<file path="src/rtl/vsrd_pkg.sv">
// Shared types and constants of the camera response deframer.
// Used by vsrd_front, vsrd_queue, vsrd_back and the top level; depends on nothing.
`default_nettype none

package vsrd_pkg;

  localparam logic [7:0]  HDR_FIRST   = 8'hFE;
  localparam logic [7:0]  HDR_SECOND  = 8'h00;
  localparam logic [15:0] USER_ID_MAX = 16'd100;

  localparam logic [15:0] COL_LEFT_RST   = 16'd500;
  localparam logic [15:0] COL_RIGHT_RST  = 16'd1100;
  localparam logic [15:0] ROW_TOP_RST    = 16'd400;
  localparam logic [15:0] ROW_BOTTOM_RST = 16'd800;

  // Register indexes of the configuration port
  typedef enum logic [2:0] {
    REG_AGE_EN     = 3'd0,
    REG_GENDER_EN  = 3'd1,
    REG_EXPR_EN    = 3'd2,
    REG_RECOG_EN   = 3'd3,
    REG_COL_LEFT   = 3'd4,
    REG_COL_RIGHT  = 3'd5,
    REG_ROW_TOP    = 3'd6,
    REG_ROW_BOTTOM = 3'd7
  } reg_idx_e;

  typedef enum logic [3:0] {
    KIND_ERR    = 4'd0,
    KIND_LEN    = 4'd1,
    KIND_COUNTS = 4'd2,
    KIND_BODY   = 4'd3,
    KIND_HAND   = 4'd4,
    KIND_FACE   = 4'd5,
    KIND_AGE    = 4'd6,
    KIND_GENDER = 4'd7,
    KIND_EXPR   = 4'd8,
    KIND_RECOG  = 4'd9
  } kind_e;

  typedef struct packed {
    logic        age_en;
    logic        gender_en;
    logic        expr_en;
    logic        recog_en;
    logic [15:0] col_left;
    logic [15:0] col_right;
    logic [15:0] row_top;
    logic [15:0] row_bottom;
  } cfg_t;

  // One completed segment, handed from the parser to the formatter
  typedef struct packed {
    kind_e       kind;
    logic [63:0] data;
    logic        frame_end;
  } token_t;

endpackage

`default_nettype wire

</file>
<file path="src/rtl/vsrd_front.sv">
// Byte parser: hunts the header, gathers segments and walks the record groups.
// Depends on vsrd_pkg; pushes finished segments into vsrd_queue.
`default_nettype none

module vsrd_front (
  input  wire logic            clk_i,
  input  wire logic            rst_ni,
  input  wire logic            in_valid_i,
  output logic                 in_stall_o,
  input  wire logic [7:0]      rx_byte_i,
  input  wire vsrd_pkg::cfg_t  cfg_i,
  input  wire logic            full_i,
  output logic                 push_o,
  output vsrd_pkg::token_t     token_o
);

  typedef enum logic [6:0] {
    PH_HUNT0 = 7'b0000001,
    PH_HUNT1 = 7'b0000010,
    PH_LEN   = 7'b0000100,
    PH_COUNT = 7'b0001000,
    PH_BODY  = 7'b0010000,
    PH_HAND  = 7'b0100000,
    PH_FACE  = 7'b1000000
  } phase_e;

  typedef enum logic [4:0] {
    PART_BASE   = 5'b00001,
    PART_AGE    = 5'b00010,
    PART_GENDER = 5'b00100,
    PART_EXPR   = 5'b01000,
    PART_RECOG  = 5'b10000
  } part_e;

  phase_e      phase_q, phase_d;
  part_e       part_q, part_d;
  logic [2:0]  pos_q, pos_d;
  logic [7:0]  body_q, body_d, hand_q, hand_d, face_q, face_d;
  logic [63:0] gather_q, gather_d, gather_new;
  logic        accept;

  function automatic phase_e group_phase(logic [7:0] body, logic [7:0] hand,
                                         logic [7:0] face);
    if (body != 8'd0)      return PH_BODY;
    else if (hand != 8'd0) return PH_HAND;
    else if (face != 8'd0) return PH_FACE;
    else                   return PH_HUNT0;
  endfunction

  // PART_BASE back means no further part is enabled
  function automatic part_e next_part(part_e cur, vsrd_pkg::cfg_t c);
    logic after_base, after_age, after_gender, after_expr;
    after_base   = (cur == PART_BASE);
    after_age    = after_base || (cur == PART_AGE);
    after_gender = after_age || (cur == PART_GENDER);
    after_expr   = after_gender || (cur == PART_EXPR);
    if (after_base && c.age_en)          return PART_AGE;
    else if (after_age && c.gender_en)   return PART_GENDER;
    else if (after_gender && c.expr_en)  return PART_EXPR;
    else if (after_expr && c.recog_en)   return PART_RECOG;
    else                                 return PART_BASE;
  endfunction

  function automatic logic [2:0] last_pos(phase_e ph, part_e pt);
    logic [2:0] r;
    r = 3'd7;
    unique case (ph) inside
      PH_LEN, PH_COUNT: r = 3'd3;
      PH_FACE: begin
        unique case (pt) inside
          PART_AGE, PART_GENDER: r = 3'd2;
          PART_EXPR:             r = 3'd5;
          PART_RECOG:            r = 3'd3;
          default:               r = 3'd7;
        endcase
      end
      default: r = 3'd7;
    endcase
    return r;
  endfunction

  assign in_stall_o = full_i;
  assign accept     = in_valid_i && !full_i;

  always_comb begin
    for (int k = 0; k < 8; k++) begin
      gather_new[8*k +: 8] = (pos_q == 3'(k)) ? rx_byte_i : gather_q[8*k +: 8];
    end
  end

  always_comb begin
    part_e nxt;
    phase_d  = phase_q;
    part_d   = part_q;
    pos_d    = pos_q;
    body_d   = body_q;
    hand_d   = hand_q;
    face_d   = face_q;
    gather_d = gather_q;
    push_o   = 1'b0;
    token_o  = '{kind: vsrd_pkg::KIND_ERR, data: 64'd0, frame_end: 1'b1};
    nxt      = next_part(part_q, cfg_i);
    if (accept) begin
      unique case (phase_q)
        PH_HUNT0: begin
          if (rx_byte_i == vsrd_pkg::HDR_FIRST) begin
            phase_d = PH_HUNT1;
          end else begin
            push_o = 1'b1;
          end
        end
        PH_HUNT1: begin
          if (rx_byte_i == vsrd_pkg::HDR_SECOND) begin
            phase_d  = PH_LEN;
            pos_d    = 3'd0;
            gather_d = 64'd0;
          end else begin
            phase_d = PH_HUNT0;
            push_o  = 1'b1;
          end
        end
        default: begin
          if (pos_q != last_pos(phase_q, part_q)) begin
            pos_d    = pos_q + 3'd1;
            gather_d = gather_new;
          end else begin
            pos_d        = 3'd0;
            gather_d     = 64'd0;
            push_o       = 1'b1;
            token_o.data = gather_new;
            unique case (phase_q)
              PH_LEN: begin
                token_o.kind = vsrd_pkg::KIND_LEN;
                phase_d      = PH_COUNT;
              end
              PH_COUNT: begin
                token_o.kind = vsrd_pkg::KIND_COUNTS;
                body_d  = gather_new[7:0];
                hand_d  = gather_new[15:8];
                face_d  = gather_new[23:16];
                phase_d = group_phase(gather_new[7:0], gather_new[15:8],
                                      gather_new[23:16]);
                part_d  = PART_BASE;
              end
              PH_BODY: begin
                token_o.kind = vsrd_pkg::KIND_BODY;
                body_d  = body_q - 8'd1;
                phase_d = group_phase(body_q - 8'd1, hand_q, face_q);
                part_d  = PART_BASE;
              end
              PH_HAND: begin
                token_o.kind = vsrd_pkg::KIND_HAND;
                hand_d  = hand_q - 8'd1;
                phase_d = group_phase(body_q, hand_q - 8'd1, face_q);
                part_d  = PART_BASE;
              end
              default: begin
                unique case (part_q)
                  PART_AGE:    token_o.kind = vsrd_pkg::KIND_AGE;
                  PART_GENDER: token_o.kind = vsrd_pkg::KIND_GENDER;
                  PART_EXPR:   token_o.kind = vsrd_pkg::KIND_EXPR;
                  PART_RECOG:  token_o.kind = vsrd_pkg::KIND_RECOG;
                  default:     token_o.kind = vsrd_pkg::KIND_FACE;
                endcase
                if (nxt != PART_BASE) begin
                  part_d = nxt;
                end else begin
                  // last part of this face: drop the count and pick the next group
                  face_d  = face_q - 8'd1;
                  phase_d = group_phase(body_q, hand_q, face_q - 8'd1);
                  part_d  = PART_BASE;
                end
              end
            endcase
            token_o.frame_end = (phase_d == PH_HUNT0);
          end
        end
      endcase
    end
  end

  always_ff @(posedge clk_i or negedge rst_ni) begin
    if (!rst_ni) begin
      phase_q  <= PH_HUNT0;
      part_q   <= PART_BASE;
      pos_q    <= 3'd0;
      body_q   <= 8'd0;
      hand_q   <= 8'd0;
      face_q   <= 8'd0;
      gather_q <= 64'd0;
    end else begin
      phase_q  <= phase_d;
      part_q   <= part_d;
      pos_q    <= pos_d;
      body_q   <= body_d;
      hand_q   <= hand_d;
      face_q   <= face_d;
      gather_q <= gather_d;
    end
  end

endmodule

`default_nettype wire

</file>
<file path="src/rtl/vsrd_queue.sv">
// Short segment queue between parser and formatter.
// Depends on vsrd_pkg for the segment type.
`default_nettype none

module vsrd_queue #(
  parameter int DEPTH = 4
) (
  input  wire logic             clk_i,
  input  wire logic             rst_ni,
  input  wire logic             push_i,
  input  wire vsrd_pkg::token_t push_data_i,
  output logic                  full_o,
  input  wire logic             pop_i,
  output logic                  empty_o,
  output vsrd_pkg::token_t      head_o
);

  localparam int PW = (DEPTH > 1) ? $clog2(DEPTH) : 1;
  localparam int CW = $clog2(DEPTH + 1);

  vsrd_pkg::token_t mem_q [DEPTH];
  logic [PW-1:0]    wr_q, rd_q;
  logic [CW-1:0]    count_q;

  assign full_o  = (count_q == CW'(DEPTH));
  assign empty_o = (count_q == '0);
  assign head_o  = mem_q[rd_q];

  always_ff @(posedge clk_i) begin
    if (push_i) begin
      mem_q[wr_q] <= push_data_i;
    end
  end

  always_ff @(posedge clk_i or negedge rst_ni) begin
    if (!rst_ni) begin
      wr_q    <= '0;
      rd_q    <= '0;
      count_q <= '0;
    end else begin
      if (push_i) begin
        wr_q <= (wr_q == PW'(DEPTH - 1)) ? '0 : wr_q + PW'(1);
      end
      if (pop_i) begin
        rd_q <= (rd_q == PW'(DEPTH - 1)) ? '0 : rd_q + PW'(1);
      end
      if (push_i && !pop_i) begin
        count_q <= count_q + CW'(1);
      end else if (pop_i && !push_i) begin
        count_q <= count_q - CW'(1);
      end
    end
  end

  a_count_bound: assert property (@(posedge clk_i) disable iff (!rst_ni)
    count_q <= CW'(DEPTH)) else $error("queue count beyond depth");

  a_no_overflow: assert property (@(posedge clk_i) disable iff (!rst_ni)
    push_i |-> !full_o) else $error("push into full queue");

  a_no_underflow: assert property (@(posedge clk_i) disable iff (!rst_ni)
    pop_i |-> !empty_o) else $error("pop from empty queue");

  a_count_rise: assert property (@(posedge clk_i) disable iff (!rst_ni)
    (push_i && !pop_i) |=> count_q == $past(count_q) + CW'(1))
    else $error("queue count did not advance on push");

endmodule

`default_nettype wire

</file>
<file path="src/rtl/vsrd_back.sv">
// Formatter: unpacks a segment into result fields, finds the face grid cell
// and holds the result word in the output register. Depends on vsrd_pkg.
`default_nettype none

module vsrd_back (
  input  wire logic             clk_i,
  input  wire logic             rst_ni,
  input  wire vsrd_pkg::cfg_t   cfg_i,
  input  wire logic             empty_i,
  input  wire vsrd_pkg::token_t head_i,
  output logic                  pop_o,
  output logic                  out_valid_o,
  input  wire logic             out_stall_i,
  output logic [3:0]            kind_o,
  output logic [31:0]           value_a_o,
  output logic [15:0]           value_b_o,
  output logic [15:0]           value_c_o,
  output logic [15:0]           value_d_o,
  output logic [7:0]            value_e_o,
  output logic [7:0]            value_f_o,
  output logic [3:0]            region_o,
  output logic                  frame_end_o
);

  logic        valid_q;
  logic [3:0]  kind_q, kind_d, region_q, region_d;
  logic [31:0] a_q, a_d;
  logic [15:0] b_q, b_d, c_q, c_d, d_q, d_d;
  logic [7:0]  e_q, e_d, f_q, f_d;
  logic        fe_q;
  logic [63:0] g;
  logic [1:0]  col, row;

  assign g     = head_i.data;
  assign pop_o = !empty_i && (!valid_q || !out_stall_i);

  // first true test wins, so the low column and row take precedence
  always_comb begin
    if (g[15:0] <= cfg_i.col_left)       col = 2'd0;
    else if (g[15:0] <= cfg_i.col_right) col = 2'd1;
    else                                 col = 2'd2;
    if (g[31:16] <= cfg_i.row_top)         row = 2'd0;
    else if (g[31:16] <= cfg_i.row_bottom) row = 2'd1;
    else                                   row = 2'd2;
  end

  always_comb begin
    kind_d   = head_i.kind;
    a_d      = 32'd0;
    b_d      = 16'd0;
    c_d      = 16'd0;
    d_d      = 16'd0;
    e_d      = 8'd0;
    f_d      = 8'd0;
    region_d = 4'd0;
    unique case (head_i.kind) inside
      vsrd_pkg::KIND_LEN: a_d = g[31:0];
      vsrd_pkg::KIND_COUNTS: begin
        a_d = {24'd0, g[7:0]};
        b_d = {8'd0, g[15:8]};
        c_d = {8'd0, g[23:16]};
      end
      vsrd_pkg::KIND_BODY, vsrd_pkg::KIND_HAND, vsrd_pkg::KIND_FACE: begin
        a_d = {16'd0, g[15:0]};
        b_d = g[31:16];
        c_d = g[47:32];
        d_d = g[63:48];
        if (head_i.kind == vsrd_pkg::KIND_FACE) begin
          region_d = 4'({2'd0, row} * 4'd3) + {2'd0, col};
        end
      end
      vsrd_pkg::KIND_AGE, vsrd_pkg::KIND_GENDER: begin
        a_d = {24'd0, g[7:0]};
        b_d = g[23:8];
      end
      vsrd_pkg::KIND_EXPR: begin
        a_d = {24'd0, g[7:0]};
        b_d = {8'd0, g[15:8]};
        c_d = {8'd0, g[23:16]};
        d_d = {8'd0, g[31:24]};
        e_d = g[39:32];
        f_d = g[47:40];
      end
      vsrd_pkg::KIND_RECOG: begin
        a_d = {16'd0, g[15:0]};
        b_d = g[31:16];
        c_d = {15'd0, (g[15:0] <= vsrd_pkg::USER_ID_MAX)};
      end
      default: ;
    endcase
  end

  always_ff @(posedge clk_i or negedge rst_ni) begin
    if (!rst_ni) begin
      valid_q <= 1'b0;
    end else if (pop_o) begin
      valid_q <= 1'b1;
    end else if (!out_stall_i) begin
      valid_q <= 1'b0;
    end
  end

  always_ff @(posedge clk_i) begin
    if (pop_o) begin
      kind_q   <= kind_d;
      a_q      <= a_d;
      b_q      <= b_d;
      c_q      <= c_d;
      d_q      <= d_d;
      e_q      <= e_d;
      f_q      <= f_d;
      region_q <= region_d;
      fe_q     <= head_i.frame_end;
    end
  end

  assign out_valid_o = valid_q;
  assign kind_o      = kind_q;
  assign value_a_o   = a_q;
  assign value_b_o   = b_q;
  assign value_c_o   = c_q;
  assign value_d_o   = d_q;
  assign value_e_o   = e_q;
  assign value_f_o   = f_q;
  assign region_o    = region_q;
  assign frame_end_o = fe_q;

endmodule

`default_nettype wire

</file>
<file path="src/rtl/vision_sensor_response_deframer.sv">
// Top level of the camera response deframer: configuration registers,
// parser, segment queue and formatter. Depends on vsrd_pkg and the vsrd_* modules.
//
//   channel   direction  handshake               word
//   rx        in         in_valid_i / in_stall_o  rx_byte_i
//   result    out        out_valid_o / out_stall_i kind_o, value_a_o..value_f_o,
//                                                  region_o, frame_end_o
//   config    in         cfg_we_i (no wait)       cfg_index_i, cfg_wdata_i
//
// One byte word is taken every cycle while in_stall_o is low; the byte that closes
// a segment is written into the queue at the edge that takes it, and its result
// word then moves on from the queue into the output register.
// The queue of QUEUE_DEPTH segments lets the parser keep taking bytes while a
// result waits; in_stall_o rises only once the queue is full.
// Reset clears the parser to the header search, empties the queue and restores
// the configuration defaults; no clearing pass is needed.
`default_nettype none

module vision_sensor_response_deframer #(
  parameter int QUEUE_DEPTH = 4
) (
  input  wire logic        clk_i,
  input  wire logic        rst_ni,
  input  wire logic        in_valid_i,
  output logic             in_stall_o,
  input  wire logic [7:0]  rx_byte_i,
  output logic             out_valid_o,
  input  wire logic        out_stall_i,
  output logic [3:0]       kind_o,
  output logic [31:0]      value_a_o,
  output logic [15:0]      value_b_o,
  output logic [15:0]      value_c_o,
  output logic [15:0]      value_d_o,
  output logic [7:0]       value_e_o,
  output logic [7:0]       value_f_o,
  output logic [3:0]       region_o,
  output logic             frame_end_o,
  input  wire logic        cfg_we_i,
  input  wire logic [2:0]  cfg_index_i,
  input  wire logic [15:0] cfg_wdata_i
);

  vsrd_pkg::cfg_t   cfg_q;
  vsrd_pkg::token_t push_token, head_token;
  logic             push, pop, full, empty;

  // Configuration registers; enables keep bit 0 of the written word only
  always_ff @(posedge clk_i or negedge rst_ni) begin
    if (!rst_ni) begin
      cfg_q.age_en     <= 1'b1;
      cfg_q.gender_en  <= 1'b1;
      cfg_q.expr_en    <= 1'b1;
      cfg_q.recog_en   <= 1'b1;
      cfg_q.col_left   <= vsrd_pkg::COL_LEFT_RST;
      cfg_q.col_right  <= vsrd_pkg::COL_RIGHT_RST;
      cfg_q.row_top    <= vsrd_pkg::ROW_TOP_RST;
      cfg_q.row_bottom <= vsrd_pkg::ROW_BOTTOM_RST;
    end else if (cfg_we_i) begin
      unique case (vsrd_pkg::reg_idx_e'(cfg_index_i))
        vsrd_pkg::REG_AGE_EN:     cfg_q.age_en     <= cfg_wdata_i[0];
        vsrd_pkg::REG_GENDER_EN:  cfg_q.gender_en  <= cfg_wdata_i[0];
        vsrd_pkg::REG_EXPR_EN:    cfg_q.expr_en    <= cfg_wdata_i[0];
        vsrd_pkg::REG_RECOG_EN:   cfg_q.recog_en   <= cfg_wdata_i[0];
        vsrd_pkg::REG_COL_LEFT:   cfg_q.col_left   <= cfg_wdata_i;
        vsrd_pkg::REG_COL_RIGHT:  cfg_q.col_right  <= cfg_wdata_i;
        vsrd_pkg::REG_ROW_TOP:    cfg_q.row_top    <= cfg_wdata_i;
        vsrd_pkg::REG_ROW_BOTTOM: cfg_q.row_bottom <= cfg_wdata_i;
        default: ;
      endcase
    end
  end

  // Parser: hunt the header, gather segments, push each finished one
  vsrd_front u_front (
    .clk_i      (clk_i),
    .rst_ni     (rst_ni),
    .in_valid_i (in_valid_i),
    .in_stall_o (in_stall_o),
    .rx_byte_i  (rx_byte_i),
    .cfg_i      (cfg_q),
    .full_i     (full),
    .push_o     (push),
    .token_o    (push_token)
  );

  // Decouple the parser from a stalled result channel
  vsrd_queue #(
    .DEPTH (QUEUE_DEPTH)
  ) u_queue (
    .clk_i       (clk_i),
    .rst_ni      (rst_ni),
    .push_i      (push),
    .push_data_i (push_token),
    .full_o      (full),
    .pop_i       (pop),
    .empty_o     (empty),
    .head_o      (head_token)
  );

  // Formatter: unpack, classify the face cell, hold the result word
  vsrd_back u_back (
    .clk_i       (clk_i),
    .rst_ni      (rst_ni),
    .cfg_i       (cfg_q),
    .empty_i     (empty),
    .head_i      (head_token),
    .pop_o       (pop),
    .out_valid_o (out_valid_o),
    .out_stall_i (out_stall_i),
    .kind_o      (kind_o),
    .value_a_o   (value_a_o),
    .value_b_o   (value_b_o),
    .value_c_o   (value_c_o),
    .value_d_o   (value_d_o),
    .value_e_o   (value_e_o),
    .value_f_o   (value_f_o),
    .region_o    (region_o),
    .frame_end_o (frame_end_o)
  );

endmodule

`default_nettype wire

</file>
<file path="config.mk">
export PLATFORM = sky130hd
export DESIGN_NAME = vision_sensor_response_deframer
export DESIGN_NICKNAME = d
export VERILOG_FILES = /design/src/rtl/vsrd_pkg.sv /design/src/rtl/vsrd_front.sv /design/src/rtl/vsrd_queue.sv /design/src/rtl/vsrd_back.sv /design/src/rtl/vision_sensor_response_deframer.sv
export SDC_FILE = /design/constraint.sdc
export NUM_CORES = 1
export LEC_CHECK = 0
export BUFFER_PORTS_ARGS = -buffer_cell sky130_fd_sc_hd__buf_4
export CAP_MARGIN = 20
export CORE_MARGIN = 2
export CORE_UTILIZATION = 48
export CTS_CLUSTER_DIAMETER = 30
export DETAILED_ROUTE_END_ITERATION = 10
export PLACE_DENSITY_LB_ADDON = 0.25
export RECOVER_POWER = 25
export SYNTH_ARGS = -nofsm -noshare
export SYNTH_HDL_FRONTEND = slang
export SYNTH_HIERARCHICAL = 1
export SYNTH_SLANG_ARGS = --single-unit
</file>
<file path="constraint.sdc">
create_clock -name clk_i -period 8.55 [get_ports clk_i]
set_clock_uncertainty 0.15 [all_clocks]
set_input_delay 1.71 -clock clk_i [delete_from_list [all_inputs] [get_ports clk_i]]
set_output_delay 1.71 -clock clk_i [all_outputs]
set_load 0.03 [all_outputs]
</file>
[Word level (Yosys, flattened, before mapping)]
Memories as Yosys holds them, arrays and structs flattened.
Cells that the tools add are included.
Word-level totals
  output and inout port bits: 107
  input port bits: 32
  register bits: 284
  bits in writable memories: 276
  word-level logic and storage cells: 229
  memories kept: 1
Operators by class
  bitwise logic cells: 5
  order comparisons: 5
  add/sub/neg operators: 9
  reductions and logical operators: 59
  equal/unequal tests: 47
  multipliers: 1
  muxes and demuxes: 74
Memories
  u_queue.mem_q: words 4, width 69, read ports 1, clocked after Yosys merged registers in 0, write ports 1, RTL line vsrd_queue.sv:21  | vsrd_pkg::token_t mem_q [DEPTH];
Operator list (count)
  69-bit two-way mux: 3
  64-bit two-way mux: 2
  64-bit case mux with 2 select lines: 1
  7-bit two-way mux: 17
  16-bit case mux with 3 select lines: 2
  32-bit case mux with 3 select lines: 1
  8-bit two-way mux: 9
  8-bit nonzero test: 9
  16-bit <= comparator: 4
  8-bit case mux with 2 select lines: 3
  16-bit case mux with 2 select lines: 1
  4-bit case mux with 4 select lines: 2
  7-bit case mux with 4 select lines: 1
  3-bit == test (second input constant): 9
  5-bit two-way mux: 5
  8-bit by 1-bit subtractor with 8-bit output (second input constant): 3
  3-bit two-way mux: 7
  2-bit AND reduction: 9
  4-bit by 3-bit == test with 1-bit output (second input constant): 4
  16-bit by 7-bit <= comparator with 1-bit output (second input constant): 1
  7-bit by 1-bit == test with 1-bit output (second input constant): 2
  7-bit case mux with 2 select lines: 1
  3-bit by 2-bit == test with 1-bit output (second input constant): 4
  2-bit two-way mux: 6
  other kinds (44): 94

[Depth between registers and ports, before layout]
Gate-level depths: netlist (run 1).
  word-level depth: 19
  depth in mapped cells: 17
  gate-level depth less buffers: 12

[By module]
The synthesis (run 1) kept the hierarchy.
Modules (own cells, without submodules)
  vsrd_queue: times used 1, seq. area each 8463.1 µm², area each 10447.5 µm², cells an instance 398
  vsrd_front: times used 1, seq. area each 2580.0 µm², area each 6687.7 µm², cells an instance 775
  vsrd_back: times used 1, seq. area each 3178.0 µm², area each 5783.0 µm², cells an instance 473
  vision_sensor_response_deframer: times used 1, seq. area each 1726.7 µm², area each 2721.4 µm², cells an instance 153

[Worst setup path before layout (run 1)]
No wires, ideal clock.
  kind: in2reg
  start point: input port out_stall_i
  end point: register u_queue.count_q[1]
  cell stages on the path: 6
  data required time: 8.275 ns
  path buffers: 0
  setup time: 0.125 ns
  arrival: 8.264 ns
  slack: 0.012 ns
  cells stage by stage: a21oi_1 -> inv_1 -> ha_1 -> inv_1 -> fa_1 -> mux2_2
Between the ends
  cells in the longest elaborated chain, start to end: 6
  elaborated cells on any way between the ends: 8
  those cells by class: 1 x mux; 7 x reduce/logical
RTL lines
  from (decl): RTL line vision_sensor_response_deframer.sv:28  | input wire logic out_stall_i,
  1-bit zero test (*): RTL line vsrd_back.sv:35  | assign pop_o = !empty_i && (!valid_q || !out_stall_i);
  1-bit logical OR (*): RTL line vsrd_back.sv:35
  1-bit logical AND (*): RTL line vsrd_back.sv:35
  1-bit zero test: RTL line vsrd_queue.sv:47  | if (push_i && !pop_i) begin
  1-bit logical AND: RTL line vsrd_queue.sv:47
  3-bit two-way mux or 2-bit nonzero test (tied branches)
  to (signal assigned): RTL line vsrd_queue.sv:48  | count_q <= count_q + CW'(1);
  to (signal assigned): RTL line vsrd_queue.sv:50  | count_q <= count_q - CW'(1);
  to (decl): RTL line vsrd_queue.sv:23  | logic [CW-1:0] count_q;
Every way passes the cells marked *; elsewhere a longest branch is shown, timed or not.
A chain may end at the register's enable or synchronous reset.

==> results by stage, run 1 <==
Pwr:
- The analysis attributes to net switching a power of 4.47 mW.
- The peak ir drop on the vdd network is 216 µV.
- The cell internal power dissipation is 8.19 mW.
- The proportion of total power due to net switching is 35.3%.
- The portion of total power attributed to the clock network is 34.1%.
- The part of the power in registers is 33.3%.
- The leakage power of the design is 11.6 nW.
- The combinational share of power is 32.6%.
- The power density over cell area is 412 nW/µm².

CTS:
- The TritonCTS clock tree is yes.
- The H-tree generated during clock tree synthesis spans 3 levels.
- The root buffer cell chosen for the clock tree is clkbuf_16.
- The number of gates resized after CTS was 0.
- At the later pin of the worst-skew pair, clock insertion delay measures 640 ps.
- The tree built by TritonCTS fans out to 560 sinks.
- The total clock buffers created by CTS is 109.
- The hold-fix buffer count after cts is 0.
- The number of buffers on the longest clock path is 3.
- After clock tree synthesis, the setup repair step added 0 buffers.
- Clock-pin slew was measured on the worst setup and hold paths at 50 ps.

Worst hold path:
- The source of the worst hold timing path is u_front/gather_q[29]$_DFFE_PN0P_.
- The end point of the most critical hold path is u_front/gather_q[29]$_DFFE_PN0P_.
- Counting instances, the worst hold path has a depth of 1.
- In this run the worst hold path is classified as register to register.

Logic synthesis:
- Yosys mapped the design onto 85 distinct sky130hd cell types.
- The count of flip-flops with a built-in enable after synthesis is 381.
- The post-synthesis sequential area ratio is 62.2%.
- The most used flip-flop cell after synthesis is edfxtp_1.
- The number of nets handed over by synthesis was 1921.
- After synthesis, the share of flip-flops with an asynchronous set or reset is 32.0%.
- The combined area of all synthesized cells is 25600 µm².
- The synthesized instance count is 1799.
- Synthesis inferred 560 register bits.
- The average size of a mapped cell is 14.3 µm².
- The Yosys step of the flow raised 6 warnings.

Timing:
- The relative slew slack is -61.3%.
- Across all hold checks on the routed design, the worst slack comes to 338 ps.
- The post-route setup TNS is 0 ps.
- The slew at the pin with the worst max-slew slack is 2420 ps.
- The worst path needs 6430 ps of the cycle, external delays included.
- The final-report hold violation count was 0.
- The part of the cycle the worst path needs is 75.2%.
- The max-slew violation count is 98.
- Setup slack on the critical path of the routed design comes to 2120 ps.
- Derived from the worst setup path, the maximum achievable clock frequency is 155 MHz.
- Setup violations remaining at the end of the flow were counted as 0.
- Setup repair after global routing left no endpoint under its margin.

Placed design:
- The placer's final routability congestion estimate is 0.858.
- Prior to clock tree synthesis, the placed netlist has a worst setup slack of 3050 ps.
- The placed wire-length estimate is 42300 µm.
- The placed instance area is 27200 µm².
- The count of input and output buffers is 138.

Setup path:
- In this run the worst path has a maximum fanout of 49.
- The worst path arrival time is 6670 ps.
- The setup path with the least slack is of type register to register.
- Data on the critical path is required at its endpoint by 8790 ps.
- STA classifies the critical path startpoint as a register.
- The endpoint type of the worst setup path is a register.
- Counting cells, the worst reg-to-reg path comes to 12.
- For flop-to-flop paths, the worst setup slack is 2120 ps.
- The capturing point of the worst reg2reg path is u_back/region_o[2]$_SDFFCE_PN0P_.
- The startpoint identified for the worst register-to-register timing path is u_queue/rd_q[0]$_DFFE_PN0P_.

GRT:
- The total overflow left after global routing is 0.
- The wire length of the first global-routing pass is 99900 µm.
- The number of antenna violations at the first check in global routing is 0.
- The number of global-route vias before repair came to 16096.
- For this run, the total global-route usage over all layers was measured as 23.6%.
- The maximum number of pins on one net before global-route repair is 141.

Routing:
- The number of remaining DRC errors is 0.
- For this run, the detailed router's first-pass iteration total came to 5.
- The routed design has 64900 µm of wire.
- The via count is 16021.
- After detailed routing, the average wire length per cell comes to 23.7 µm.
- The number of nets with antenna violations after detailed routing is 0.
- In this run, the number of DRC markers left after iteration 0 of detailed routing was 1402.
- After detailed routing, the number of vias per cell comes to 5.84.

Die:
- The die width is 235 µm.
- The initial utilization of the core area, before any placement, comes to 48.7%.
- In this run the core area contains 84 standard-cell rows.
- The height of the die is 235 µm.
- The core region is 52700 µm².
- The die covers 55300 µm².
- For this design the top-level I/O count stands at 139.

Layout:
- The net count reported at finish is 2084.
- Cells fill 58.4% of the core in the end.
- The area growth from synthesis to layout is 19.9%.
- With fillers left out, the area of the finished cells amounts to 30700 µm².
- 0 antenna diodes ended up in the layout.
- The proportion of layout cells with a drive suffix above 1 is 24.0%.

Status:
- The run finished, with violations left.
- The final reports fail on capacitance limit, slew limit.

Job:
- The max capacitance violation total is 3.
-- layout by cell type (no fill, tap or decap), drive strengths merged, types with 6 or more instances in the layout --
| cell type | synthesis | routed |
|---|---|---|
| dfstp | 22 | 22 |
| mux4 | 69 | 69 |
| dfrtp | 157 | 157 |
| or3 | 11 | 11 |
| mux2 | 74 | 74 |
| a21oi | 74 | 74 |
| nand3 | 19 | 19 |
| nand2b | 13 | 13 |
| nand4 | 21 | 21 |
| inv | 81 | 90 |
| a32o | 47 | 47 |
| nor2b | 11 | 11 |
| clkinvlp | 0 | 19 |
| xor2 | 9 | 9 |
| ha | 87 | 87 |
| or2 | 8 | 8 |
| mux2i | 41 | 41 |
| clkinv | 0 | 35 |
| a22oi | 10 | 10 |
| bufinv | 0 | 16 |
| buf | 46 | 128 |
| nor3 | 27 | 27 |
| edfxtp | 381 | 381 |
| a21o | 9 | 9 |
| o31ai | 6 | 6 |
| o21ai | 63 | 63 |
| clkbuf | 60 | 157 |
| o22a | 14 | 14 |
| nor4 | 23 | 23 |
| a22o | 35 | 35 |
| and2 | 83 | 83 |
| xnor2 | 11 | 11 |
| nor2 | 85 | 85 |
| nand2 | 112 | 112 |
-- per-layer routing --
layer  vias up  routed length, µm  global-route usage (%)
met5         -                  0                       0
li1       7212                  -                       -
met1      8163              29400                    34.4
met3       105               3660                    4.13
met4         0               1440                    6.60
met2       541              30400                    36.7
-- cell usage after synthesis, types with 6 or more instances --
library cell  instances  area (µm²)
nor4_1               22         138
nor3_1               26         130
dfrtp_1             157        3930
buf_4                 7        52.6
a22oi_1              10        75.1
and2_1               83         519
nor2_1               84         315
xor2_1                9        78.8
a21o_1                9        67.6
mux4_2               68        1530
nand2b_1             13        81.3
o21ai_0              58         290
dfstp_2              22         578
clkbuf_1             60         225
nand2_1             112         420
buf_12                8         160
a21oi_1              73         365
or3_1                11        68.8
mux2i_1              41         410
nand3_1              19        95.1
inv_1                81         304
a32o_1               47         470
a22o_1               35         307
o22a_1               14         123
mux2_4               10         150
xnor2_1              11        96.3
o31ai_1               6        45.0
nor2b_1              11        68.8
nand4_1              20         125
mux2_2               64         721
ha_1                 87        1090
buf_2                26         130
edfxtp_1            381       11400
-- logic make-up after synthesis --
logic type,share of synthesized area (%)
compound gates,8.93
xor+xnor,0.683
fa+ha+maj,4.48
buf+inv,3.59
flops,62.2
mux,11.1
simple gates,9.04
-- critical path, cell delays in order, from the launching register on --
cell,delay [ps]
dfrtp_4,1020
clkbuf_1,1550
mux4_2,770
ha_1,330
nand4_1,150
nor4_1,380
a21boi_0,220
o31a_1,210
and2_1,180
fa_1,420
ha_1,220
fa_1,410
and2_1,140
-- stage by stage --
| stage | total power [mW] | cells |
|---|---|---|
| final | 12.7 | 2745 |
| after global routing | 13.3 | 2745 |
| after floorplan | 7.09 | 1799 |
| after CTS | 12.8 | 2745 |
| after global placement | 8.38 | 2539 |
| after detailed placement | 8.43 | 2539 |
-- power by group through the flow --
stage | sequential (mW) | combinational, mW | clock (mW)
final | 4.21 | 4.13 | 4.32
after CTS | 4.22 | 4.20 | 4.37
after detailed placement | 4.26 | 4.17 | 0
after global routing | 4.30 | 4.47 | 4.51
after floorplan | 4.50 | 2.59 | 0
after global placement | 4.23 | 4.15 | 0
-- layout make-up --
class	instances	area [µm²]
multi-input combinational	1052	8760
clock buffer	127	2850
inverter	81	304
sequential	560	16000
tap	688	861
timing repair buffer	158	1090
fill	4064	21900
clock inverter	79	938
-- how the worst max path moves through the flow --
stage,end,from,cells after the start
floorplan,u_queue/count_q[1]$_DFFE_PN0P_,out_stall_i,6
global placement,u_back/region_o[2]$_SDFFCE_PN0P_,u_queue/rd_q[0]$_DFFE_PN0P_,12
detailed placement,u_back/region_o[2]$_SDFFCE_PN0P_,u_queue/rd_q[0]$_DFFE_PN0P_,12
CTS,u_back/region_o[2]$_SDFFCE_PN0P_,u_queue/rd_q[0]$_DFFE_PN0P_,12
global route,u_back/region_o[2]$_SDFFCE_PN0P_,u_queue/rd_q[0]$_DFFE_PN0P_,12
finish,u_back/region_o[2]$_SDFFCE_PN0P_,u_queue/rd_q[0]$_DFFE_PN0P_,12
-- registers in the layout, indices dropped and copies added (netlist names), 16 cells and up --
name              flops
u_back/value_d_o     16
u_back/value_b_o     16
cfg_q                68
u_queue/mem_q       276
u_front/gather_q     64
u_back/value_a_o     32
u_back/value_c_o     16
Note: power is estimated with default switching activity, not from simulation.
==> run 2, diff against run 1 <==
clock period = 5.5 ns   (was 8.55 ns; I/O delays follow)
==> run 2 against run 1 <==
The flow still finishes with violations (capacitance limit, slew limit). Clock-buffer cell count stayed put. Setup slack worse by 1300 ps. Sequential share of layout area is 0.53 points lower. Sequential cell count stayed put. Cell area is 1.0% higher. Final cell count is 0.33% higher. Sequential power is 53% higher. Combinational power is 61% higher.
==> results by stage, run 2 (same netlist as run 1, synthesis figures left out) <==
Pwr:
- The proportion of total power due to net switching is 35.5% (+0.17 points).
- The cell internal power dissipation came to 12.8 mW (+56%).
- The total power draw is 19.8 mW (+57%).
- The power density over cell area is 639 nW/µm² (+55%).
- The peak ir drop on the vdd network is 271 µV (+25%).
- The portion of total power attributed to the clock network is 33.9% (-0.2 points).
- The leakage power of the design is 11.9 nW (+2.1%).
- The combinational share of power was 33.5% (+0.9 points).
- The switching power of the nets came to 7.04 mW (+58%).
- The part of the power in registers is 32.5% (-0.8 points).

Timing:
- The relative slew slack is -107% (-46 points).
- The post-route setup TNS came to 0 ps (unchanged).
- The setup violation total in the final timing report is 0 (unchanged).
- The final-report hold violation count is 0 (unchanged).
- Setup repair after global routing left no endpoint under its margin.
- The minimum setup slack in the final design is 842 ps (-1280 ps).
- The max-slew violation count was 161 (+64%).
- The time the worst path needs with I/O delays and setup is 4660 ps (-1770 ps).
- The part of the cycle the worst path needs is 84.7% (+9.5 points).
- The final-layout worst hold slack is 340 ps (+1.86 ps).
- The upper clock frequency limit came to 215 MHz (+38%).
- The slew at the pin with the worst max-slew slack is 3110 ps (+690 ps).

Layout:
- From synthesis to final layout, the design area changed by 21.2%.
- Leaving out fill and tap cells, the most frequent cell in the layout is edfxtp_1.
- The net count reported at finish is 2090 (+0.29%).
- The utilization after layout is 59.0% (+0.60 points).
- The final non-filler cell total is 2754 (+0.33%).
- u_queue/mem_q holds more flip-flops than any other register.
- The flip-flop count of the largest register, all copies and words added is 276 (unchanged).
- The library cells used most frequently in the layout, excluding fill and tap cells, are 381 x edfxtp_1, 155 x dfrtp_1, 152 x buf_4.
- The largest registers in the layout are u_queue/mem_q x276, cfg_q x68, u_front/gather_q x64.
- The proportion of layout cells with a drive suffix above 1 is 26.3% (+2.4 points).
- The antenna diode instance count was 0 (unchanged).
- The finished layout cell area was 31100 µm² (+1.0%).

Setup path:
- Tracing the worst setup path back leads to its startpoint at u_queue/rd_q[1]$_DFFE_PN0P_.
- The worst path arrival time is 4910 ps (-1760 ps).
- The depth of the worst register-to-register path is 12 (unchanged).
- The worst setup path is of the register to register kind.
- The slack of the worst reg-to-reg path was 840 ps (-1280 ps).
- The worst setup path is launched from a register.
- The peak fanout along the critical path was 49 (unchanged).
- The most critical setup path has its endpoint at u_back/region_o[2]$_SDFFCE_PN0P_.
- The endpoint identified for the worst register-to-register timing path is u_back/region_o[2]$_SDFFCE_PN0P_.
- STA classifies the critical path endpoint as a register.
- The worst register-to-register path begins at u_queue/rd_q[1]$_DFFE_PN0P_.
- The required time of the worst setup path was 5750 ps (-3040 ps).

Die:
- The starting utilization of the core area is 48.7% (unchanged).
- The area inside the core boundary is 52700 µm² (unchanged).
- The number of core rows came to 84 (unchanged).
- The height of the die is 235 µm (unchanged).
- The die area is 55300 µm² (unchanged).
- The die width is 235 µm (unchanged).
- The count of boundary I/O pins came to 139 (unchanged).

CTS:
- The deepest level of the CTS H-tree is 3 (unchanged).
- The number of sinks handled by clock tree synthesis is 560 (unchanged).
- The buffer type at the clock tree root is clkbuf_16.
- The worst-skew pair later-pin latency is 640 ps (about the same).
- The total clock buffers created by CTS was 110 (+0.92%).
- The clock transition time at the flip-flop clock pins of the worst setup and hold paths is 50 ps (about the same).
- TritonCTS built the clock tree.
- The number of buffers on the longest clock path is 3 (unchanged).
- The hold-fix buffer count after cts came to 0 (unchanged).
- The post-CTS setup-driven buffer insertion count is 0 (unchanged).
- The post-cts sizing count is 0 (unchanged).

Routing:
- The number of DRC violations after detailed-routing iteration 0 came to 1395 (-0.50%).
- The via count is 16091 (+0.44%).
- The total routed wirelength was 64400 µm (-0.88%).
- The number of iterations in the first detailed-routing pass was 7 (+2).
- The number of nets with antenna violations after detailed routing is 0 (unchanged).
- The average vias per placed instance came to 5.84 (+0.11%).
- The number of remaining DRC errors is 0 (unchanged).
- The routed wirelength normalized by instance count is 23.4 µm (-1.2%).

Placed design:
- The placer's final routability congestion estimate is 0.903 (+5.3%).
- The placed cell count is 2544 (+0.20%).
- The placed wire-length estimate is 42300 µm (about the same).
- The placement-stage worst setup slack is 832 ps (-2220 ps).
- The placed instance area is 27300 µm² (+0.42%).
- The count of input and output buffers is 138 (unchanged).

GRT:
- The global routing usage summed across all routing layers is 23.2% (-0.40 points).
- The maximum number of pins on one net before global-route repair is 128 (-9.2%).
- The number of antenna violations at the first check in global routing was 0 (unchanged).
- The final global-route overflow total was 0 (unchanged).
- The number of global-route vias before repair was 16351 (+1.6%).
- The wire length of the first global-routing pass is 98300 µm (-1.5%).

Status:
- The run finished, with violations left.
- The checks that failed: capacitance limit, slew limit.

Job:
- The max capacitance violation total is 2 (-1).

Worst hold path:
- The class of the tightest hold or removal check is register to register.
## run 2: worst min path at each step
stage / startpoint / to / depth (start not counted)
6_report: u_front/gather_q[53]$_DFFE_PN0P_ / u_front/gather_q[53]$_DFFE_PN0P_ / 1
5_1_grt: u_front/gather_q[40]$_DFFE_PN0P_ / u_front/gather_q[40]$_DFFE_PN0P_ / 1
4_1_cts: rst_ni / cfg_q[29]$_DFFE_PN0P_ / 1
3_5_place_dp: u_front/gather_q[31]$_DFFE_PN0P_ / u_front/gather_q[31]$_DFFE_PN0P_ / 1
3_3_place_gp: u_front/gather_q[56]$_DFFE_PN0P_ / u_front/gather_q[56]$_DFFE_PN0P_ / 1
2_1_floorplan: u_queue/count_q[2]$_DFFE_PN0P_ / u_queue/count_q[2]$_DFFE_PN0P_ / 1
## run 2: critical path, stage by stage (launching register included)
cell and delay, ps:
dfrtp_2 540, buf_12 320, mux4_2 460, ha_1 360
nand4_1 180, nor4_1 460, a21boi_0 240, o31a_1 170
nor2b_1 230, fa_1 450, ha_1 230, fa_1 430
and2_1 140
## run 2: power groups by stage
| stage | Clock [mW] | Sequential, mW | Combinational, mW |
|---|---|---|---|
| 3_3_place_gp | 0 | 6.45 | 6.61 |
| 3_5_place_dp | 0 | 6.49 | 6.67 |
| 4_1_cts | 6.83 | 6.43 | 6.70 |
| 2_1_floorplan | 0 | 6.97 | 4.02 |
| 6_report | 6.74 | 6.45 | 6.66 |
| 5_1_grt | 7.04 | 6.56 | 7.21 |
## run 2: cell type report
class,instances,area [µm²]
Clock buffer,127,2940
Clock inverter,83,913
Fill cell,4012,21600
Inverter,81,304
Multi-Input combinational cell,1052,8780
Sequential cell,560,16000
Tap cell,688,861
Timing Repair Buffer,163,1310
## run 2: per-layer routing
layer	routed length [µm]	global-route usage (%)	vias up	share of wire, %
met5	0	0	-	0
met4	1640	8.17	0	2.6
met3	3770	4.54	115	5.9
met2	30400	36.3	583	47
met1	28600	32.6	8155	44
li1	-	-	7238	-
==> run 3, diff against run 2 <==
clock period = 4.4 ns   (was 5.5 ns; I/O delays follow)
==> run 3 against run 2 <==
The flow still finishes with violations (capacitance limit, slew limit). Critical path depth grew 1. Largest power group is now combinational cells. Final cell count grew 4.0%. Clock-buffer cell count grew 7. Sequential power grew 24%. Cell area grew 3.7%.
==> results by stage, run 3 (same netlist as run 1, synthesis figures left out) <==
Status:
- The flow ran to the end, but the final reports show violations.
- The final reports fail on capacitance limit, slew limit.

Setup path:
- Counting stages on the worst path, the most repeated cell is fa_1.
- The startpoint type of the worst setup path is a register.
- The delay of the slowest cell on the worst path is 560 ps (+20 ps).
- The slowest stage of the critical path is the mux4_2 cell.
- Traced cell by cell, the critical path runs through buf_4, clkbuf_16, mux4_2, ha_1, nand4_1, nor2_1, a221o_1, o31a_1, nor2b_2, fa_1, ha_2, fa_1, and2_1.
- The kind of critical path is register to register.
- Among cell families on the critical path, the largest total delay comes from adder cells.
- The buffering stage count on the worst path with inverters included was 2 (+1).
- The peak fanout along the critical path came to 6 (-88%).
- The worst setup path is captured at a register.
- The required time of the worst setup path is 4660 ps (-1090 ps).
- The depth of the worst register-to-register path is 13 (+1).
- The total number of cells along the worst setup path came to 13 (+1).
- The worst path arrival time was 4580 ps (-330 ps).

Layout:
- Leaving out fill and tap cells, the most frequent cells in the layout are 381 x edfxtp_1, 241 x buf_4, 155 x dfrtp_1.
- In the final layout, the registers with the most flip-flops are u_queue/mem_q x276, cfg_q x68, u_front/gather_q x64.
- u_queue/mem_q holds more flip-flops than any other register.
- The library cell used most frequently in the layout, excluding fill and tap cells, is edfxtp_1.
- The final non-filler cell total is 2864 (+4.0%).
- The proportion of layout cells with a drive suffix above 1 came to 30.8% (+4.4 points).
- The flip-flop count of the largest register, all copies and words added came to 276 (unchanged).
- The net count reported at finish is 2196 (+5.1%).
- The area growth from synthesis to layout is 25.7%.

GRT:
- The wire length of the first global-routing pass is 100000 µm (+2.1%).
- The number of global-route vias before repair is 17066 (+4.4%).
- The final global-route overflow total is 0 (unchanged).
- The number of antenna violations at the first check in global routing is 2 (+2).
- The global routing usage summed across all routing layers came to 23.5% (+0.30 points).
- The maximum number of pins on one net before global-route repair was 108 (-16%).

Timing:
- The post-route setup TNS was 0 ps (unchanged).
- The setup violation total in the final timing report is 0 (unchanged).
- The slew at the pin with the worst max-slew slack is 2910 ps (-196 ps).
- The part of the cycle the worst path needs is 98.3% (+14 points).
- Setup repair after global routing could not meet its margin everywhere.
- The upper clock frequency limit came to 231 MHz (+7.7%).
- The max-slew violation count is 227 (+41%).
- The relative slew slack is -94.3% (+13 points).
- The time the worst path needs with I/O delays and setup is 4330 ps (-333 ps).
- The final-report hold violation count is 0 (unchanged).

Routing:
- The routed wirelength normalized by instance count is 22.8 µm (-2.5%).
- The total routed wirelength was 65200 µm (+1.4%).
- The number of remaining DRC errors is 0 (unchanged).
- The average vias per placed instance came to 5.80 (-0.78%).
- The via count is 16604 (+3.2%).
- The number of DRC violations after detailed-routing iteration 0 is 1412 (+1.2%).
- The number of iterations in the first detailed-routing pass came to 5 (-2).
- The number of nets with antenna violations after detailed routing was 0 (unchanged).

Placed design:
- The placed cell count was 2622 (+3.1%).
- The placed wire-length estimate was 43000 µm (+1.6%).
- The placer's final routability congestion estimate was 0.864 (-4.4%).
- The count of input and output buffers was 138 (unchanged).

CTS:
- The number of sinks handled by clock tree synthesis is 560 (unchanged).
- The cell sitting at the root of the clock tree is a clkbuf_16.
- The worst-skew pair later-pin latency came to 660 ps (+20 ps).
- The TritonCTS clock tree is yes.
- The clock transition time at the flip-flop clock pins of the worst setup and hold paths came to 50 ps (about the same).
- The deepest level of the CTS H-tree is 3 (unchanged).
- The number of buffers on the longest clock path is 3 (unchanged).
- The total clock buffers created by CTS was 116 (+5.5%).
- The hold-fix buffer count after cts is 0 (unchanged).

Pwr:
- The switching power of the nets was 8.99 mW (+28%).
- The power density over cell area came to 807 nW/µm² (+26%).
- The cell internal power dissipation was 17.0 mW (+33%).
- The leakage power of the design was 12.5 nW (+4.9%).
- The portion of total power attributed to the clock network is 33.2% (-0.7 points).
- The proportion of total power due to net switching was 34.6% (-0.87 points).
- The combinational share of power came to 36.0% (+2.5 points).
- The part of the power in registers was 30.8% (-1.7 points).
- The peak ir drop on the vdd network is 395 µV (+46%).

Worst hold path:
- The worst hold path cell count is 3 (+2).
- The min-delay analysis places its worst path in the category input port to register.

Die:
- The die area is 55300 µm² (unchanged).
- The count of boundary I/O pins is 139 (unchanged).
- The number of core rows came to 84 (unchanged).
- The die width is 235 µm (unchanged).
- The starting utilization of the core area is 48.7% (unchanged).
- The area inside the core boundary is 52700 µm² (unchanged).
- The height of the die is 235 µm (unchanged).

Job:
- The max capacitance violation total came to 3 (+1).
run 3: changes by cell type in the layout (fill, tap and decap cells not counted), moves of 3 or more:
| cell | before | now |
|---|---|---|
| nor4_1 | 22 | 18 |
| inv_8 | 6 | 3 |
| buf_4 | 152 | 241 |
| clkbuf_1 | 10 | 13 |
| clkbuf_16 | 113 | 121 |
| ha_4 | 0 | 12 |
| clkinv_2 | 13 | 18 |
| nor4_2 | 1 | 5 |
| clkinv_1 | 10 | 13 |
| a21boi_0 | 4 | 1 |
| ha_1 | 87 | 74 |
| buf_6 | 0 | 3 |
run 3: worst min-delay path: stages:
cell and delay [ps]:
buf_4 100, nand2_1 50, nand2_1 60
run 3: stage by stage:
step	setup slack (ps)	power [mW]	hold WS [ps]	area (µm²)	util, %
final	74.8	26.0	324	32200	61.2
after global routing	-82.3	27.2	337	32200	61.2
after CTS	14.2	25.7	160	31900	60.6
after detailed placement	-11.2	17.0	331	27900	53.0
after global placement	105	16.7	322	27900	53.0
after floorplan	115	13.7	306	25700	-
run 3: path summary, 6_finish.rpt:
kind | from | endpoint | slack, ps
hold / removal | out_stall_i | u_back/out_valid_o$_DFFE_PN0P_ | 320
setup reg to reg | u_queue/rd_q[0]$_DFFE_PN0P_ | u_back/region_o[2]$_SDFFCE_PN0P_ | 70
hold reg to reg | u_front/gather_q[38]$_DFFE_PN0P_ | u_front/gather_q[38]$_DFFE_PN0P_ | 340
min in group asynchronous | rst_ni | cfg_q[59]$_DFFE_PN0P_ | 760
setup / recovery | u_queue/rd_q[0]$_DFFE_PN0P_ | u_back/region_o[2]$_SDFFCE_PN0P_ | 70
max in group asynchronous | rst_ni | u_front/hand_q[0]$_DFFE_PN0P_ | 680
run 3: layout make-up:
cell class	instances	area, µm²
fillers	3947	20400
flip-flops and latches	560	16000
multi-input cells	1052	8980
clock buffers	134	3070
repair buffers	263	2150
clock inverters	85	902
well taps	688	861
inverters	81	304
diodes	1	2.50
run 3: power by group through the flow:
stage	clock [mW]	combinational, mW	sequential [mW]
2_1_floorplan	0	5.03	8.68
5_1_grt	9.03	10.1	8.14
6_report	8.63	9.35	8.01
4_1_cts	8.74	8.99	7.97
3_3_place_gp	0	8.76	7.98
3_5_place_dp	0	8.92	8.04
run 3: repair_timing:
| action | in CTS | in global routing |
|---|---|---|
| pin swaps | 0 | 17 |
| gates cloned | 0 | 3 |
| setup endpoints to repair | 1 | 3 |
| buffers inserted | 0 | 19 |
| gates resized for setup | 2 | 29 |
run 3: layer usage:
| metal | up-vias | global-route usage [%] | part of all wire, % |
|---|---|---|---|
| li1 | 7450 | - | - |
| met1 | 8452 | 32.8 | 44 |
| met2 | 601 | 37.5 | 48 |
| met3 | 101 | 4.03 | 5.8 |
| met4 | 0 | 8.06 | 2.3 |
| met5 | - | 0 | 0 |
